**src/hw/rtl/pls_pkg.sv**
```systemverilog
// ----------------------------------------------------------------------------
// Positional list store package
// Shared widths, request and status codes, and the structs that pass
// between the list cells, the result reduction and the top level.
// ----------------------------------------------------------------------------
package pls_pkg;

   localparam int MAX_ENTRIES   = 64;
   localparam int TAG_BITS      = 16;
   localparam int QTY_BITS      = 32;
   localparam int REQ_TYPE_BITS = 3;
   localparam int POS_BITS      = 8;
   localparam int STATUS_BITS   = 2;
   localparam int IDX_BITS      = $clog2(MAX_ENTRIES);
   localparam int CNT_BITS      = $clog2(MAX_ENTRIES + 1);

   localparam int GROUP_SIZE    = 8;
   localparam int NUM_GROUPS    = MAX_ENTRIES / GROUP_SIZE;
   localparam int GRP_BITS      = $clog2(GROUP_SIZE);
   localparam int GIDX_BITS     = IDX_BITS - GRP_BITS;

   localparam logic [REQ_TYPE_BITS-1:0] REQ_INSERT = 3'd0;
   localparam logic [REQ_TYPE_BITS-1:0] REQ_REMOVE = 3'd1;
   localparam logic [REQ_TYPE_BITS-1:0] REQ_READ   = 3'd2;
   localparam logic [REQ_TYPE_BITS-1:0] REQ_WRITE  = 3'd3;
   localparam logic [REQ_TYPE_BITS-1:0] REQ_FIND   = 3'd4;

   localparam logic [STATUS_BITS-1:0] ST_OK    = 2'd0;
   localparam logic [STATUS_BITS-1:0] ST_RANGE = 2'd1;
   localparam logic [STATUS_BITS-1:0] ST_FULL  = 2'd2;
   localparam logic [STATUS_BITS-1:0] ST_MISS  = 2'd3;

   localparam logic [1:0] CELL_HOLD   = 2'd0;
   localparam logic [1:0] CELL_INSERT = 2'd1;
   localparam logic [1:0] CELL_REMOVE = 2'd2;
   localparam logic [1:0] CELL_WRITE  = 2'd3;

   typedef struct packed {
      logic [TAG_BITS-1:0] tag;
      logic [QTY_BITS-1:0] qty;
   } entry_type;

   typedef struct packed {
      logic                exec;
      logic [1:0]          op;
      logic [IDX_BITS-1:0] pos;
      logic [TAG_BITS-1:0] tag;
      logic [QTY_BITS-1:0] qty;
      logic                read_en;
      logic                find_en;
      logic [CNT_BITS-1:0] count;
   } cell_cmd_type;

   typedef struct packed {
      logic                find_hit;
      logic [TAG_BITS-1:0] rd_tag;
      logic [QTY_BITS-1:0] rd_qty;
   } cell_hit_type;

   typedef struct packed {
      logic                found;
      logic [IDX_BITS-1:0] index;
      logic [TAG_BITS-1:0] tag;
      logic [QTY_BITS-1:0] qty;
   } reduce_result_type;

endpackage

```
**src/hw/rtl/pls_cell.sv**
```systemverilog
// ----------------------------------------------------------------------------
// Positional list store cell
// Holds one list entry, shifts with its neighbors on insert and remove,
// and flags a position or tag match for read and find.
// ----------------------------------------------------------------------------
module pls_cell import pls_pkg::*; (
   input  logic                clock,
   input  cell_cmd_type        cmd,
   input  logic [IDX_BITS-1:0] cell_index,
   input  entry_type           left_entry,
   input  entry_type           right_entry,
   output entry_type           entry,
   output cell_hit_type        hit
);

   entry_type    entry_ff;
   entry_type    entry_in;
   cell_hit_type hit_ff;
   cell_hit_type hit_in;
   entry_type    new_entry;
   logic         at_pos;

   assign new_entry = '{tag: cmd.tag, qty: cmd.qty};
   assign at_pos    = (cell_index == cmd.pos);

   always_comb begin
      entry_in = entry_ff;
      case (cmd.op)
         CELL_INSERT: begin
            if (cell_index > cmd.pos) begin
               entry_in = left_entry;
            end else if (at_pos) begin
               entry_in = new_entry;
            end
         end
         CELL_REMOVE: begin
            if (cell_index >= cmd.pos) begin
               entry_in = right_entry;
            end
         end
         CELL_WRITE: begin
            if (at_pos) begin
               entry_in = new_entry;
            end
         end
         default: begin
            entry_in = entry_ff;
         end
      endcase
   end

   always_comb begin
      hit_in.find_hit = cmd.find_en && ({1'b0, cell_index} < cmd.count) &&
                        (entry_ff.tag == cmd.tag);
      hit_in.rd_tag   = (cmd.read_en && at_pos) ? entry_ff.tag : '0;
      hit_in.rd_qty   = (cmd.read_en && at_pos) ? entry_ff.qty : '0;
   end

   always_ff @(posedge clock) begin
      if (cmd.exec) begin
         entry_ff <= entry_in;
         hit_ff   <= hit_in;
      end
   end

   assign entry = entry_ff;
   assign hit   = hit_ff;

endmodule

```
**config.mk**
```make
export PLATFORM = sky130hd
export DESIGN_NAME = pls_cell
export DESIGN_NICKNAME = d
export VERILOG_FILES = /design/src/hw/rtl/pls_pkg.sv /design/src/hw/rtl/pls_cell.sv
export SDC_FILE = /design/constraint.sdc
export NUM_CORES = 1
export LEC_CHECK = 0
export BUFFER_PORTS_ARGS = -buffer_cell sky130_fd_sc_hd__buf_2
export CAP_MARGIN = 40
export CORE_ASPECT_RATIO = 0.5
export CORE_MARGIN = 3
export CORE_UTILIZATION = 25
export CTS_CLUSTER_DIAMETER = 120
export DETAILED_ROUTE_END_ITERATION = 8
export PLACE_DENSITY = 0.56
export SETUP_SLACK_MARGIN = 0.15
export SLEW_MARGIN = 25
export SYNTH_ARGS = -nofsm -noshare
export SYNTH_HDL_FRONTEND = slang
export SYNTH_SLANG_ARGS = --single-unit
```
**constraint.sdc**
```tcl
create_clock -name clock -period 8.5 [get_ports clock]
set_clock_uncertainty 0.2 [all_clocks]
set_input_delay 0.425 -clock clock [delete_from_list [all_inputs] [get_ports clock]]
set_output_delay 0.425 -clock clock [all_outputs]
set_load 0.02 [all_outputs]
```
# [After elaboration in Yosys (flattened, before gate mapping)]
# Index checks and enable logic that the tools add are counted.
[word_totals] regBits=97 elab_cells=23
[op_classes] magnitude_cmp=3 n_eq_ne=6 muxes=4 n_reduce_logical=5
[ops] operator="$mux 48" n=3
[ops] operator="$pmux 48 s3" n=1
[ops] operator="$eq 16x16->1" n=1
[ops] operator="$lt 6x7->1" n=1
[ops] operator="$eq 6x6->1" n=1
[ops] operator="$ge 6x6->1" n=1
[ops] operator="$gt 6x6->1" n=1
[ops] operator="$eq 2x2->1 const B" n=2
[ops] operator="$logic_and 1x1->1" n=3
[ops] operator="$reduce_and 3->1" n=1
[ops] operator="$reduce_bool 3->1" n=1
[ops] operator="$eq 2x1->1 const B" n=1
[ops] operator="$ne 2x2->1 const B" n=1

# [Logic depth before layout (Yosys ltp)]
[depth] depth_word=4 mapped_depth=9 ltp_nobuf=7

# [Worst setup path before layout]
# Ideal clock, no wire load.
[synth_path] kind="input to register" start="in cmd[62] (netlist name)" end="reg entry_ff, in the netlist entry[0] (enable)" setup_time_ns=0.454 arrival_ns=3.418 required_ns=7.846 path_slack_ns=4.429 cell_stages=7 n_path_buf=1 cell_sequence="inv_1 > ha_1 > nand4_1 > nor2_2 > clkbuf_1 > nor3_1 > nor2_1"
[synth_via] elab_chain_len=3
[synth_rtl] element="start, declared" line_no="pls_cell.sv:8" rtl="input cell_cmd_type cmd,"
[synth_rtl] element="$ge 6x6->1" line_no="pls_cell.sv:37" rtl="if (cell_index >= cmd.pos) begin"
[synth_rtl] element="$ne 2x2->1 (no source line)"
[synth_rtl] element="$reduce_and 3->1 (no source line)"
[synth_rtl] element="end signal, assigned" line_no="pls_cell.sv:61" rtl="entry_ff <= entry_in;"
[synth_rtl] element="end, declared" line_no="pls_cell.sv:16" rtl="entry_type entry_ff;"
# Every way passes these cells.
# A chain may end at the register's enable or synchronous reset.

==> impl_metrics.yaml <==
status:
  outcome: "complete, no violations"
cts:
  htree_levels: 3
  cts_root_buffer: "clkbuf_16"
  cts.repair.resized: 0
  cts_setup_buffers: 0
  clock_latency_ns: 0.35
  cts.reportedPaths.clkPinSlew_ns: 0.08
  hold_buffers: 0
  numCtsBuffers: 9
  clk_path_buf_depth: 2
  numClockSinks: 97
  cts_tree: "yes"
logic_synthesis:
  yosys_warnings: 0
  synth_area_sq_mm: 0.00523
  synth-seq-cells: 97
  synth.avg_cell_area_sq_um: 12.0
  ys_seq_area_share_pct: 55.7
  syn_inst: 436
  synth_nets: 616
  synth_cell_types: 25
floorplanning:
  die-area_sq_mm: 0.0228
  fp.dieW_um: 211
  fp.dieH_um: 108
  core_area_sq_mm: 0.0200
  boundaryPins: 266
  start_util_pct: 26.2
  num_rows: 36
routing:
  antenna_left: 0
  first_pass_iters: 4
  drc: 0
  post_drt_wl_per_cell_um: 17.9
  routed_wl_um: 17200
  vias: 4376
  viasPerCell: 4.55
  dr.first_iter.drc_count: 197
critical_path:
  cpLargestDelayFamily: "buffers and inverters"
  crit_arrival_ns: 2.90
  cp_cell_sequence: "buf_2 > ha_1 > nand4_1 > nor2_4 > buf_4 > buf_12 > mux2i_1 > o221ai_2"
  crit_path_start_kind: "input pin"
  worst_path_largest_cell_delay_ns: 0.62
  path_buf_inv: 3
  cp.required_ns: 8.36
  critPathKind: "input pin to flop"
  critPathMaxFanout: 45
  crit_slowest_cell: "buf_4"
  crit_path_end_kind: "flop"
hold_path:
  hold_path_class: "input pin to flop"
finish:
  post_route_cells_drive_above_1_share_pct: 45.2
  multi_input_area_sq_mm: 0.00198
  fillCellCount: 2043
  seqCellArea_sq_mm: 0.00291
  nets: 870
  area_delta_synth_final_pct: 37.5
timing:
  tns_ns: 0
  clock.fmax_mhz: 329
  slew_headroom_pct: 49.1
  fin_crit_ns: 3.04
  period_share_pct: 35.8
  rsz0062_at_grt: "no"
  worst_slack_ns: 5.46
  setup_viol: 0
  worstMarginPinSlew_ns: 0.764
  hold_violations: 0
  finalMaxSlewViolations: 0
place:
  place.gp.congestion: 0.877
  io_buffers: 265
  hpwl_um: 12500
  dpl_worst_slack_ns: 5.10
grt:
  antenna_found_initial: 1
  grt_util_all_layers_pct: 14.3
  globalRouteOverflowTotal: 0
  grt_max_degree: 51
  grt_util_met3_pct: 2.64
  grt_pass1_wl_um: 25100
  grtUsageMet2_pct: 26.2
  busiest_layer: "met2"
  use_met1_pct: 17.5
  grt_pass1_vias: 4459
pwr:
  power.leakage_nw: 3.27
  p_per_area_mw_per_mm2: 177
  worst_ir_drop_vdd_uv: 78.9
flow_run:
  cap_viol_max_count: 0
cells in the final DEF, fill, tap and decap left out, types with 2 or more instances in the layout:
master,netlist,final
nor3_1,2,2
mux2i_1,48,48
edfxtp_1,97,97
buf_4,0,6
nor2_4,0,2
nand2_1,53,52
o221ai_1,29,29
clkbuf_16,0,9
o221ai_2,20,20
inv_1,60,60
inv_6,0,2
nand4_1,4,4
nor2_1,3,2
buf_2,11,265
ha_1,11,11
and3_1,48,48
bufinv_16,0,2
clkinvlp_4,0,2
nand2b_1,2,2
a21oi_1,5,5
xnor2_1,16,16
report_power, final:
part,switching (mW),internal [mW]
sequential,0.0193,0.565
clock,0.193,0.261
combinational,0.142,0.0950
flip-flops by register name (all words and copies together) (netlist names):
name   cells
entry     48
hit       49
worst paths after layout:
| check | from | endpoint | slack, ns | depth (start not counted) |
|---|---|---|---|---|
| worst max-delay path | cell_index[5] | entry[23] | 5.46 | 8 |
| worst min-delay path | right_entry[10] | entry[10] | 0.16 | 3 |
| worst max register to register | entry[34] | hit[48] | 6.87 | 4 |
| worst min register to register | entry[31] | hit[31] | 0.40 | 1 |
cell usage after synthesis:
master	number	area, sq um
clkbuf_1	17	63.8
buf_6	2	22.5
nand2b_1	2	12.5
o21ai_0	1	5.00
nor2b_1	1	6.26
nand3_1	1	5.00
a21o_1	1	7.51
xnor2_1	16	140
nor2_2	1	6.26
nand4_1	4	25.0
o311a_1	1	10.0
nor3_1	2	10.0
and3_1	48	300
a21oi_1	5	25.0
o22a_1	1	8.76
ha_1	11	138
o221ai_1	29	254
nand2_1	53	199
inv_1	60	225
edfxtp_1	97	2910
buf_2	11	55.1
nor2_1	3	11.3
o221ai_2	20	300
o2111ai_1	1	8.76
mux2i_1	48	480
routing by layer:
layer	share of wire, %	wire, um
met1	42	7140
met3	3.4	583
met4	0.79	136
met2	54	9320
met5	0	0
metrics by stage:
stage                     power (mW)  cell area [sq um]  hold WS, ns  cells  utilization (%)
after global placement         0.831               6820        0.386    943             34.1
final                           1.28               7200        0.158    962             36.0
after CTS                       1.29               7170        0.138    960             35.8
after global routing            1.34               7200        0.147    962             36.0
after detailed placement       0.834               6840        0.389    944             34.2
after floorplan                0.726               5230        0.337    436                -
logic make-up (layout without fill, tap and decap cells):
logic type / after synthesis / in the layout / share of synthesized area (%)
and+or+nand+nor: 115 / 115 / 11.0
muxes: 48 / 48 / 9.18
xor gates and xnor gates: 16 / 16 / 2.68
adders and majority gates: 11 / 11 / 2.63
other: 0 / 1 / 0
buffers and inverters: 90 / 349 / 7.01
DFF: 97 / 97 / 55.7
AOI/OAI and AO/OA: 59 / 59 / 11.8
area by class of cell:
type	instances	share of cell area, %
Tap cell	266	4.63
Timing Repair Buffer	273	19.7
Antenna cell	1	0.0348
Sequential cell	97	40.5
Inverter	60	3.13
Clock buffer	9	3.13
Multi-Input combinational cell	249	27.5
Clock inverter	7	1.41
worst register-to-register path: cells and delay by family, from the launching register on:
| kind | cells | cell delay, ns |
|---|---|---|
| flops | 1 | 0.46 |
| simple gates | 2 | 0.38 |
| xor+xnor | 1 | 0.27 |
| compound gates | 1 | 0.20 |
Note: power is estimated with default switching activity, not from simulation.
